`src/hdl/vsd_pkg.sv`:
```
// Shared types and constants for the voted strip detector.
// Used by vsd_ctrl, vsd_dp and voted_strip_detector; depends on nothing.
package vsd_pkg;

   localparam int Sensors   = 3;
   localparam int IdW       = 2;
   localparam int TimeW     = 64;
   localparam int SpeedW    = 16;
   localparam int NumW      = 40;
   localparam int WinW      = 32;
   localparam int CountW    = 16;
   localparam int DivW      = SpeedW + 1;
   localparam int DivSteps  = NumW;
   localparam int StepW     = $clog2(DivSteps);
   localparam int CsrAddrW  = 2;
   localparam int CsrDataW  = NumW;
   localparam int ReqDataW  = 88;
   localparam int RspDataW  = 152;

   localparam logic [NumW-1:0] DelayNumReset = NumW'(20000000);
   localparam logic [WinW-1:0] VoteWinReset  = WinW'(200000);
   localparam logic [WinW-1:0] VoteRstReset  = WinW'(3000000);

   typedef enum logic [CsrAddrW-1:0] {
      CSR_DELAY_NUM = 2'd0,
      CSR_VOTE_WIN  = 2'd1,
      CSR_VOTE_RST  = 2'd2,
      CSR_UNUSED    = 2'd3
   } csr_addr_type;

   // which sensor time to fetch: own, next, or the one after next
   typedef enum logic [1:0] {
      RD_OWN  = 2'd0,
      RD_NEXT = 2'd1,
      RD_LAST = 2'd2
   } rd_sel_type;

   typedef struct packed {
      logic       load;
      logic       div_step;
      logic       lock;
      logic       acc;
      logic       near1;
      logic       near2;
      logic       vote;
      logic       out_load;
      rd_sel_type rd_sel;
   } cmd_type;

   typedef struct packed {
      logic bad_id;
      logic out_free;
   } status_type;

   // sensor index offset by 0, 1 or 2, modulo three
   function automatic logic [IdW-1:0] sensor_offset(input logic [IdW-1:0] id,
                                                     input rd_sel_type sel);
      logic [IdW-1:0] r;
      r = id;
      case (sel)
         RD_OWN:  r = id;
         RD_NEXT: r = (id == IdW'(Sensors-1)) ? '0 : id + 1'b1;
         RD_LAST: r = (id == '0) ? IdW'(Sensors-1) : id - 1'b1;
         default: r = id;
      endcase
      return r;
   endfunction

endpackage

```
`src/hdl/vsd_ctrl.sv`:
```
// Sequencer for the voted strip detector: steps divider, lockout, vote, output.
// Depends on vsd_pkg; drives vsd_dp through cmd_type and reads status_type.
module vsd_ctrl
   import vsd_pkg::*;
(
   input  logic       clock,
   input  logic       reset,
   input  logic       in_valid,
   output logic       in_ready,
   input  status_type status,
   output cmd_type    cmd
);

   typedef enum logic [2:0] {
      S_IDLE, S_DIV, S_LOCK, S_ACC, S_NEAR1, S_NEAR2, S_VOTE, S_DONE
   } state_type;

   state_type        state_ff, state_in;
   logic [StepW-1:0] step_ff, step_in;

   always_comb begin
      cmd      = '0;
      state_in = state_ff;
      step_in  = step_ff;
      case (state_ff)
         S_IDLE: begin
            cmd.load = in_valid;
            step_in  = '0;
            if (in_valid) state_in = S_DIV;
         end
         S_DIV: begin
            cmd.rd_sel = RD_OWN;
            if (status.bad_id) begin
               state_in = S_DONE;
            end else begin
               cmd.div_step = 1'b1;
               step_in      = step_ff + 1'b1;
               if (step_ff == StepW'(DivSteps-1)) state_in = S_LOCK;
            end
         end
         S_LOCK: begin
            cmd.lock   = 1'b1;
            cmd.rd_sel = RD_NEXT;
            state_in   = S_ACC;
         end
         S_ACC: begin
            cmd.acc    = 1'b1;
            cmd.rd_sel = RD_LAST;
            state_in   = S_NEAR1;
         end
         S_NEAR1: begin
            cmd.near1 = 1'b1;
            state_in  = S_NEAR2;
         end
         S_NEAR2: begin
            cmd.near2 = 1'b1;
            state_in  = S_VOTE;
         end
         S_VOTE: begin
            cmd.vote = 1'b1;
            state_in = S_DONE;
         end
         S_DONE: begin
            if (status.out_free) begin
               cmd.out_load = 1'b1;
               state_in     = S_IDLE;
            end
         end
         default: state_in = S_IDLE;
      endcase
   end

   assign in_ready = (state_ff == S_IDLE);

   always_ff @(posedge clock) begin
      if (reset) begin
         state_ff <= S_IDLE;
         step_ff  <= '0;
      end else begin
         state_ff <= state_in;
         step_ff  <= step_in;
      end
   end

endmodule

```
`src/hdl/vsd_dp.sv`:
```
// Datapath: settings, sensor time store, restoring divider, compares, strip state
// and the result register. Depends on vsd_pkg; commanded by vsd_ctrl.
module vsd_dp
   import vsd_pkg::*;
(
   input  logic                clock,
   input  logic                reset,
   input  cmd_type             cmd,
   output status_type          status,
   input  logic                csr_wen,
   input  logic [CsrAddrW-1:0] csr_addr,
   input  logic [CsrDataW-1:0] csr_wdata,
   input  logic [IdW-1:0]      in_id,
   input  logic [TimeW-1:0]    in_time,
   input  logic [SpeedW-1:0]   in_speed,
   input  logic                out_ready,
   output logic                out_valid,
   output logic                out_accepted,
   output logic                out_vote_pass,
   output logic [CountW-1:0]   out_count,
   output logic [TimeW-1:0]    out_last,
   output logic [TimeW-1:0]    out_prev
);

   logic [NumW-1:0]  delay_num_ff;
   logic [WinW-1:0]  vote_win_ff, vote_rst_ff;

   logic [TimeW-1:0] times_mem [Sensors];
   logic [Sensors-1:0] times_vld_ff;
   logic [TimeW-1:0] rdata_ff;
   logic [IdW-1:0]   rd_addr;

   logic [IdW-1:0]   id_ff;
   logic [TimeW-1:0] t_ff;
   logic [DivW-1:0]  divisor_ff, rem_ff, rem_in;
   logic [NumW-1:0]  quo_ff;
   logic [DivW:0]    trial;

   logic [TimeW:0]   lock_sub;
   logic [TimeW-1:0] diff_ff, d_ff, thr_ff;
   logic             lt_ff, acc_ff, near_ff, pass_ff, near_now;

   logic [TimeW-1:0]  strip_ff, prior_ff;
   logic [CountW-1:0] count_ff;
   logic              out_valid_ff;

   // configuration
   always_ff @(posedge clock) begin
      if (reset) begin
         delay_num_ff <= DelayNumReset;
         vote_win_ff  <= VoteWinReset;
         vote_rst_ff  <= VoteRstReset;
      end else if (csr_wen) begin
         case (csr_addr_type'(csr_addr))
            CSR_DELAY_NUM: delay_num_ff <= csr_wdata;
            CSR_VOTE_WIN:  vote_win_ff  <= csr_wdata[WinW-1:0];
            CSR_VOTE_RST:  vote_rst_ff  <= csr_wdata[WinW-1:0];
            default: ;
         endcase
      end
   end

   // sensor time store, one registered read a cycle; unwritten entries read as zero
   assign rd_addr = sensor_offset(id_ff, cmd.rd_sel);

   always_ff @(posedge clock) begin
      rdata_ff <= times_vld_ff[rd_addr] ? times_mem[rd_addr] : '0;
      if (cmd.vote && acc_ff) times_mem[id_ff] <= t_ff;
   end

   always_ff @(posedge clock) begin
      if (reset) times_vld_ff <= '0;
      else if (cmd.vote && acc_ff) times_vld_ff[id_ff] <= 1'b1;
   end

   // restoring divider: one quotient bit a step, numerator shifted through quo_ff
   assign trial  = {rem_ff, quo_ff[NumW-1]} - {1'b0, divisor_ff};
   assign rem_in = trial[DivW] ? {rem_ff[DivW-2:0], quo_ff[NumW-1]} : trial[DivW-1:0];

   assign lock_sub = {1'b0, t_ff} - {1'b0, rdata_ff};
   assign near_now = (d_ff <= {{(TimeW-WinW){1'b0}}, vote_win_ff});

   always_ff @(posedge clock) begin
      if (cmd.load) begin
         id_ff      <= in_id;
         t_ff       <= in_time;
         divisor_ff <= {1'b0, in_speed} + 1'b1;
         rem_ff     <= '0;
         quo_ff     <= delay_num_ff;
      end else if (cmd.div_step) begin
         rem_ff <= rem_in;
         quo_ff <= {quo_ff[NumW-2:0], ~trial[DivW]};
      end
      if (cmd.lock) begin
         diff_ff <= lock_sub[TimeW-1:0];
         lt_ff   <= lock_sub[TimeW];
      end
      if (cmd.acc)   d_ff <= t_ff - rdata_ff;
      if (cmd.near1) begin
         near_ff <= near_now;
         d_ff    <= t_ff - rdata_ff;
      end
      if (cmd.near2) begin
         near_ff <= near_ff | near_now;
         thr_ff  <= strip_ff + {{(TimeW-WinW){1'b0}}, vote_rst_ff};
      end
   end

   always_ff @(posedge clock) begin
      if (reset) begin
         acc_ff   <= 1'b0;
         pass_ff  <= 1'b0;
         strip_ff <= '0;
         prior_ff <= '0;
         count_ff <= '0;
      end else begin
         if (cmd.load) begin
            acc_ff  <= 1'b0;
            pass_ff <= 1'b0;
         end
         if (cmd.acc)
            acc_ff <= lt_ff | (diff_ff > {{(TimeW-NumW){1'b0}}, quo_ff});
         if (cmd.vote && acc_ff && near_ff && (t_ff > thr_ff)) begin
            pass_ff  <= 1'b1;
            prior_ff <= strip_ff;
            strip_ff <= t_ff;
            count_ff <= count_ff + 1'b1;
         end
      end
   end

   // result register
   always_ff @(posedge clock) begin
      if (reset) out_valid_ff <= 1'b0;
      else if (cmd.out_load) out_valid_ff <= 1'b1;
      else if (out_ready) out_valid_ff <= 1'b0;
   end

   always_ff @(posedge clock) begin
      if (cmd.out_load) begin
         out_accepted  <= acc_ff;
         out_vote_pass <= pass_ff;
         out_count     <= count_ff;
         out_last      <= strip_ff;
         out_prev      <= prior_ff;
      end
   end

   assign out_valid       = out_valid_ff;
   assign status.bad_id   = (id_ff == IdW'(Sensors));
   assign status.out_free = ~out_valid_ff | out_ready;

endmodule

```
`src/hdl/voted_strip_detector.sv`:
```
// Voted strip detector: per-sensor lockout followed by a 2-of-3 vote and a strip count.
// Top level; instantiates vsd_ctrl and vsd_dp, uses vsd_pkg.
//
// Usage:
//   req_ channel: one edge event per item; req_tdata holds sensor_id, timestamp_us
//   and speed_tenths. rsp_ channel: one result item per event.
//   csr_ port: csr_wen writes csr_wdata to register csr_addr (0 delay numerator,
//   1 vote window, 2 vote reset time) on the same edge; write only while idle.
// Sequence: an item is processed one at a time. The accept edge captures it, then
//   the bit-serial lockout divider (delay_numerator / (speed+1)) runs, then the lock,
//   acc, near1, near2 and vote states do the 64-bit compares and state update, then
//   the done state loads the result register once it is free; only then is a new
//   item accepted. An event from sensor number three skips the divider and goes
//   straight to the done state.
// Reset: sensor times, strip times and count clear; registers take their defaults.
// Stall: a result waits in the output register while the next item is worked on;
//   that item's result holds the block until the register is taken.
module voted_strip_detector
   import vsd_pkg::*;
(
   input  logic                clock,
   input  logic                reset,
   input  logic                req_tvalid,
   output logic                req_tready,
   // [1:0] sensor_id, [65:2] timestamp_us, [81:66] speed_tenths, [87:82] unused
   input  logic [ReqDataW-1:0] req_tdata,
   output logic                rsp_tvalid,
   input  logic                rsp_tready,
   // [0] accepted, [1] vote_pass, [17:2] strip_count, [81:18] last_strip_time,
   // [145:82] previous_strip_time, [151:146] zero
   output logic [RspDataW-1:0] rsp_tdata,
   input  logic                csr_wen,
   input  logic [CsrAddrW-1:0] csr_addr,
   input  logic [CsrDataW-1:0] csr_wdata
);

   cmd_type           cmd;
   status_type        status;
   logic              accepted, vote_pass;
   logic [CountW-1:0] strip_count;
   logic [TimeW-1:0]  last_time, prev_time;

   vsd_ctrl u_ctrl (
      .clock    (clock),
      .reset    (reset),
      .in_valid (req_tvalid),
      .in_ready (req_tready),
      .status   (status),
      .cmd      (cmd)
   );

   vsd_dp u_dp (
      .clock         (clock),
      .reset         (reset),
      .cmd           (cmd),
      .status        (status),
      .csr_wen       (csr_wen),
      .csr_addr      (csr_addr),
      .csr_wdata     (csr_wdata),
      .in_id         (req_tdata[IdW-1:0]),
      .in_time       (req_tdata[IdW+TimeW-1:IdW]),
      .in_speed      (req_tdata[IdW+TimeW+SpeedW-1:IdW+TimeW]),
      .out_ready     (rsp_tready),
      .out_valid     (rsp_tvalid),
      .out_accepted  (accepted),
      .out_vote_pass (vote_pass),
      .out_count     (strip_count),
      .out_last      (last_time),
      .out_prev      (prev_time)
   );

   assign rsp_tdata = {{(RspDataW-2-CountW-2*TimeW){1'b0}},
                       prev_time, last_time, strip_count, vote_pass, accepted};

   // a counted strip is always an accepted event
   a_pass_needs_acc: assert property (@(posedge clock) disable iff (reset)
      rsp_tvalid |-> (accepted || !vote_pass))
      else $error("vote_pass without accepted");

   // one item in flight: no new accept right after one
   a_single_item: assert property (@(posedge clock) disable iff (reset)
      (req_tvalid && req_tready) |=> !req_tready)
      else $error("item accepted while busy");

   // result register only reloads when free
   a_out_load_free: assert property (@(posedge clock) disable iff (reset)
      cmd.out_load |-> (!rsp_tvalid || rsp_tready))
      else $error("result overwritten");

   // a strip is only counted from the vote step
   a_count_step: assert property (@(posedge clock) disable iff (reset)
      !$past(cmd.vote) && !$past(reset) |-> $stable(u_dp.count_ff))
      else $error("count changed outside vote");

endmodule

```
`config.mk`:
```
export PLATFORM = sky130hd
export DESIGN_NAME = voted_strip_detector
export DESIGN_NICKNAME = d
export VERILOG_FILES = /design/src/hdl/vsd_pkg.sv /design/src/hdl/vsd_ctrl.sv /design/src/hdl/vsd_dp.sv /design/src/hdl/voted_strip_detector.sv
export SDC_FILE = /design/constraint.sdc
export NUM_CORES = 2
export LEC_CHECK = 0
export ABC_AREA = 1
export ABC_CLOCK_PERIOD_IN_PS = 9600
export BUFFER_PORTS_ARGS = -buffer_cell sky130_fd_sc_hd__clkbuf_2
export CAP_MARGIN = 10
export CORE_MARGIN = 2
export CORE_UTILIZATION = 31
export CTS_CLUSTER_SIZE = 8
export DETAILED_ROUTE_END_ITERATION = 8
export HOLD_SLACK_MARGIN = 0.08
export MAX_ROUTING_LAYER = met4
export PLACE_DENSITY_LB_ADDON = 0.08
export SLEW_MARGIN = 10
export SYNTH_ARGS = -nofsm -noshare
export SYNTH_HDL_FRONTEND = slang
export SYNTH_SLANG_ARGS = --single-unit
```
`constraint.sdc`:
```
create_clock -name clock -period 9.6 [get_ports clock]
set_clock_uncertainty 0.1 [all_clocks]
set_input_delay 1.92 -clock clock [delete_from_list [all_inputs] [get_ports clock]]
set_output_delay 1.92 -clock clock [all_outputs]
set_load 0.01 [all_outputs]
```
==> flow_summary.json <==
{
  "cts.path.max_buffers": 3,
  "critPathBufInv": 1,
  "synth.top_cell.area_share_pct": 42.0,
  "holdPathStages": 0,
  "final_util_pct": 36.5,
  "die_h_um": 393,
  "cts-hold-fix-buffers": 0,
  "path_delay_family": "simple AND/OR/NAND/NOR gates",
  "fmax_mhz": 205,
  "slew_violations": 0,
  "antenna_found_initial": 0,
  "core-area_um2": 150000,
  "power_mw": 10.9,
  "r2r-end": "u_dp.prior_ff[4]$_SDFFE_PP0P_",
  "hpwl_um": 111000,
  "start_util_pct": 31.2,
  "critPathRequiredTime_ps": 10190,
  "die_area_um2": 154000,
  "drtIter0Drc": 2204,
  "gp_congestion": 0.938,
  "min_path_type": "reg2reg",
  "yosys.area_share.simple_pct": 17.9,
  "syn_inst": 4903,
  "synth.area.mux_share_pct": 0,
  "synth_compound_area_share_pct": 9.61,
  "cts_resized": 0,
  "drt-pass1-iter-count": 5,
  "layout.nets": 5608,
  "synth_top_area_cell": "edfxtp_1",
  "arrival_ps": 5470,
  "final-hold-violation-count": 0,
  "critPathCaptureType": "flip-flop",
  "timing.setup.tns_ps": 0,
  "grt_usage_pct": 20.3,
  "root_buffer": "clkbuf_16",
  "async_flop_share_pct": 0,
  "yosys_register_bits": 999,
  "drc": 0,
  "r2r_start": "u_dp.t_ff[63]$_DFFE_PP_",
  "slew_headroom_pct": 24.8,
  "n_fill_cell": 15400,
  "crit_chain": "ha_1, a21oi_1, o21ai_0, nor2_1, nand2_1, a21oi_1, nand2_8, nand2_4, buf_4, nand2_1, a21oi_1",
  "hold_slack_ps": 325,
  "numCtsBuffers": 144,
  "clock_sinks": 999,
  "synth_xor_area_share_pct": 2.47,
  "io_pins": 289,
  "worstMarginPinSlew_ps": 1130,
  "fin_crit_sh_pct": 50.7,
  "clock_latency_ps": 780,
  "yosys-top-cells-area": "edfxtp_1, dfxtp_1, nand2_1",
  "vias": 35200,
  "synth_top_family_by_area": "simple AND/OR/NAND/NOR gates",
  "post_cts_buffers": 0,
  "setup_violations": 0,
  "post_dp_cell_area_um2": 50300,
  "cp-start-kind": "flip-flop",
  "hp-start": "u_dp.prior_ff[17]$_SDFFE_PP0P_",
  "worst_ir_drop_vdd_mv": 0.162,
  "routedWlPerCell_um": 20.8,
  "synthAdderAreaFrac_pct": 7.13,
  "cpPeakStageDelay_ps": 990,
  "layout_min_cycle_time_ps": 4870,
  "status": "finished, final reports clean",
  "critical_path.max_fanout": 101,
  "dominantRegCellSynth": "edfxtp_1",
  "ant_nets": 0,
  "globalRouteOverflowTotal": 0,
  "area_growth_pct": 16.8,
  "synth_warnings": 0,
  "avgViaCountPerCell": 4.79,
  "grt_pass1_vias": 35000,
  "io_buffers": 276,
  "critical_path_class": "reg2reg",
  "worst_path_most_repeated_cell": "a21oi_1",
  "holdPathEnd": "u_dp.out_prev[17]$_DFFE_PP_",
  "synth-seq-area-share_pct": 56.7,
  "htree_levels": 4,
  "synth_commonest_cells": "nand2_1, edfxtp_1, inv_1, nor2_1, a21oi_1",
  "power_density_nw_per_um2": 199,
  "cts.clk_slew.worst_paths_ps": 50,
  "layout-drive-gt1-share_pct": 9.89,
  "crit_slowest_cell": "nand2_4",
  "cts_tree": "done",
  "design_area_um2": 54700,
  "ys_types": 51,
  "leakagePower_nw": 21.1,
  "synth-edff-count": 655,
  "yosysMostFrequentCell": "nand2_1",
  "avgSynthCellArea_um2": 9.55,
  "r2r_slack_ps": 4730,
  "drv_cap": 0,
  "ff2ff_path_depth": 11,
  "fp-row-count": 142,
  "die_x_um": 393,
  "grt_max_degree": 102,
  "synth_area_um2": 46800,
  "rsz0062_at_grt": "false",
  "grt_pass1_wl_um": 225000,
  "wl_um": 153000
}
==> cell families after synthesis <==
kind of cell    count (synthesis)
flops                         999
other cells                     1
xor+xnor                      132
simple gates                 1986
buf+inv                       709
fa+ha+maj                     265
compound gates                811
==> registers in the layout (all words and copies together), names as in the netlist, 32 cells and up <==
register and cells:
u_dp.times_mem 192, u_dp.d_ff 64, u_dp.diff_ff 64, u_dp.out_last 64
u_dp.out_prev 64, u_dp.prior_ff 64, u_dp.rdata_ff 64, u_dp.strip_ff 64
u_dp.t_ff 64, u_dp.thr_ff 64, u_dp.delay_num_ff 40, u_dp.quo_ff 40
u_dp.vote_rst_ff 32, u_dp.vote_win_ff 32
==> placed cells by master, fill, tap and decap left out, types with 222 or more instances in the layout <==
master    Yosys  routed
ha_1        262     262
nand2_1     990     986
edfxtp_1    655     655
a21oi_1     442     442
dfxtp_1     344     344
nand3_1     369     368
o21ai_0     222     222
inv_1       547     542
nor2_1      458     456
clkbuf_2      0     275
==> layer usage <==
metal / GRT usage [%] / vias to the layer above / routed length, µm
li1: - / 17400 / -
met1: 27.3 / 16800 / 72600
met2: 30.8 / 753 / 68000
met3: 3.62 / 252 / 7070
met4: 7.13 / 0 / 5140
met5: - / - / 0
==> power by group <==
group          switching (mW)  leakage (nW)  total [mW]  internal (mW)
combinational           0.805          10.2        1.15          0.345
sequential              0.119          8.81        4.87           4.75
clock                    1.99          2.06        4.88           2.88
==> layout make-up <==
class	instances	area (µm²)	area share [%]
Sequential cell	999	26600	48.6
Antenna cell	2	5.00	0.00916
Multi-Input combinational cell	3200	17500	32.0
Clock buffer	248	4050	7.40
Inverter	553	2080	3.80
Tap cell	2016	2520	4.61
Clock inverter	16	332	0.607
Timing Repair Buffer	310	1640	3.01
==> per-stage QoR <==
step	instances	worst slack, ps
2_1_floorplan	4908	847
3_3_place_gp	7078	4760
3_5_place_dp	7078	4780
4_1_cts	7342	4750
5_1_grt	7342	4460
6_report	7344	4730
==> how the worst max path moves through the flow <==
stage | from | to | slack (ps) | depth (start not counted)
3_3_place_gp | u_dp.t_ff[63]$_DFFE_PP_ | u_dp.strip_ff[1]$_SDFFE_PP0P_ | 4760 | 11
4_1_cts | u_dp.t_ff[63]$_DFFE_PP_ | u_dp.strip_ff[2]$_SDFFE_PP0P_ | 4750 | 11
5_1_grt | u_dp.t_ff[63]$_DFFE_PP_ | u_dp.prior_ff[25]$_SDFFE_PP0P_ | 4460 | 11
6_report | u_dp.t_ff[63]$_DFFE_PP_ | u_dp.prior_ff[4]$_SDFFE_PP0P_ | 4730 | 11
3_5_place_dp | u_dp.t_ff[63]$_DFFE_PP_ | u_dp.prior_ff[18]$_SDFFE_PP0P_ | 4780 | 11
2_1_floorplan | rsp_tready | u_dp.out_accepted$_DFFE_PP_ | 850 | 2
(Power assumes the default switching activity.)
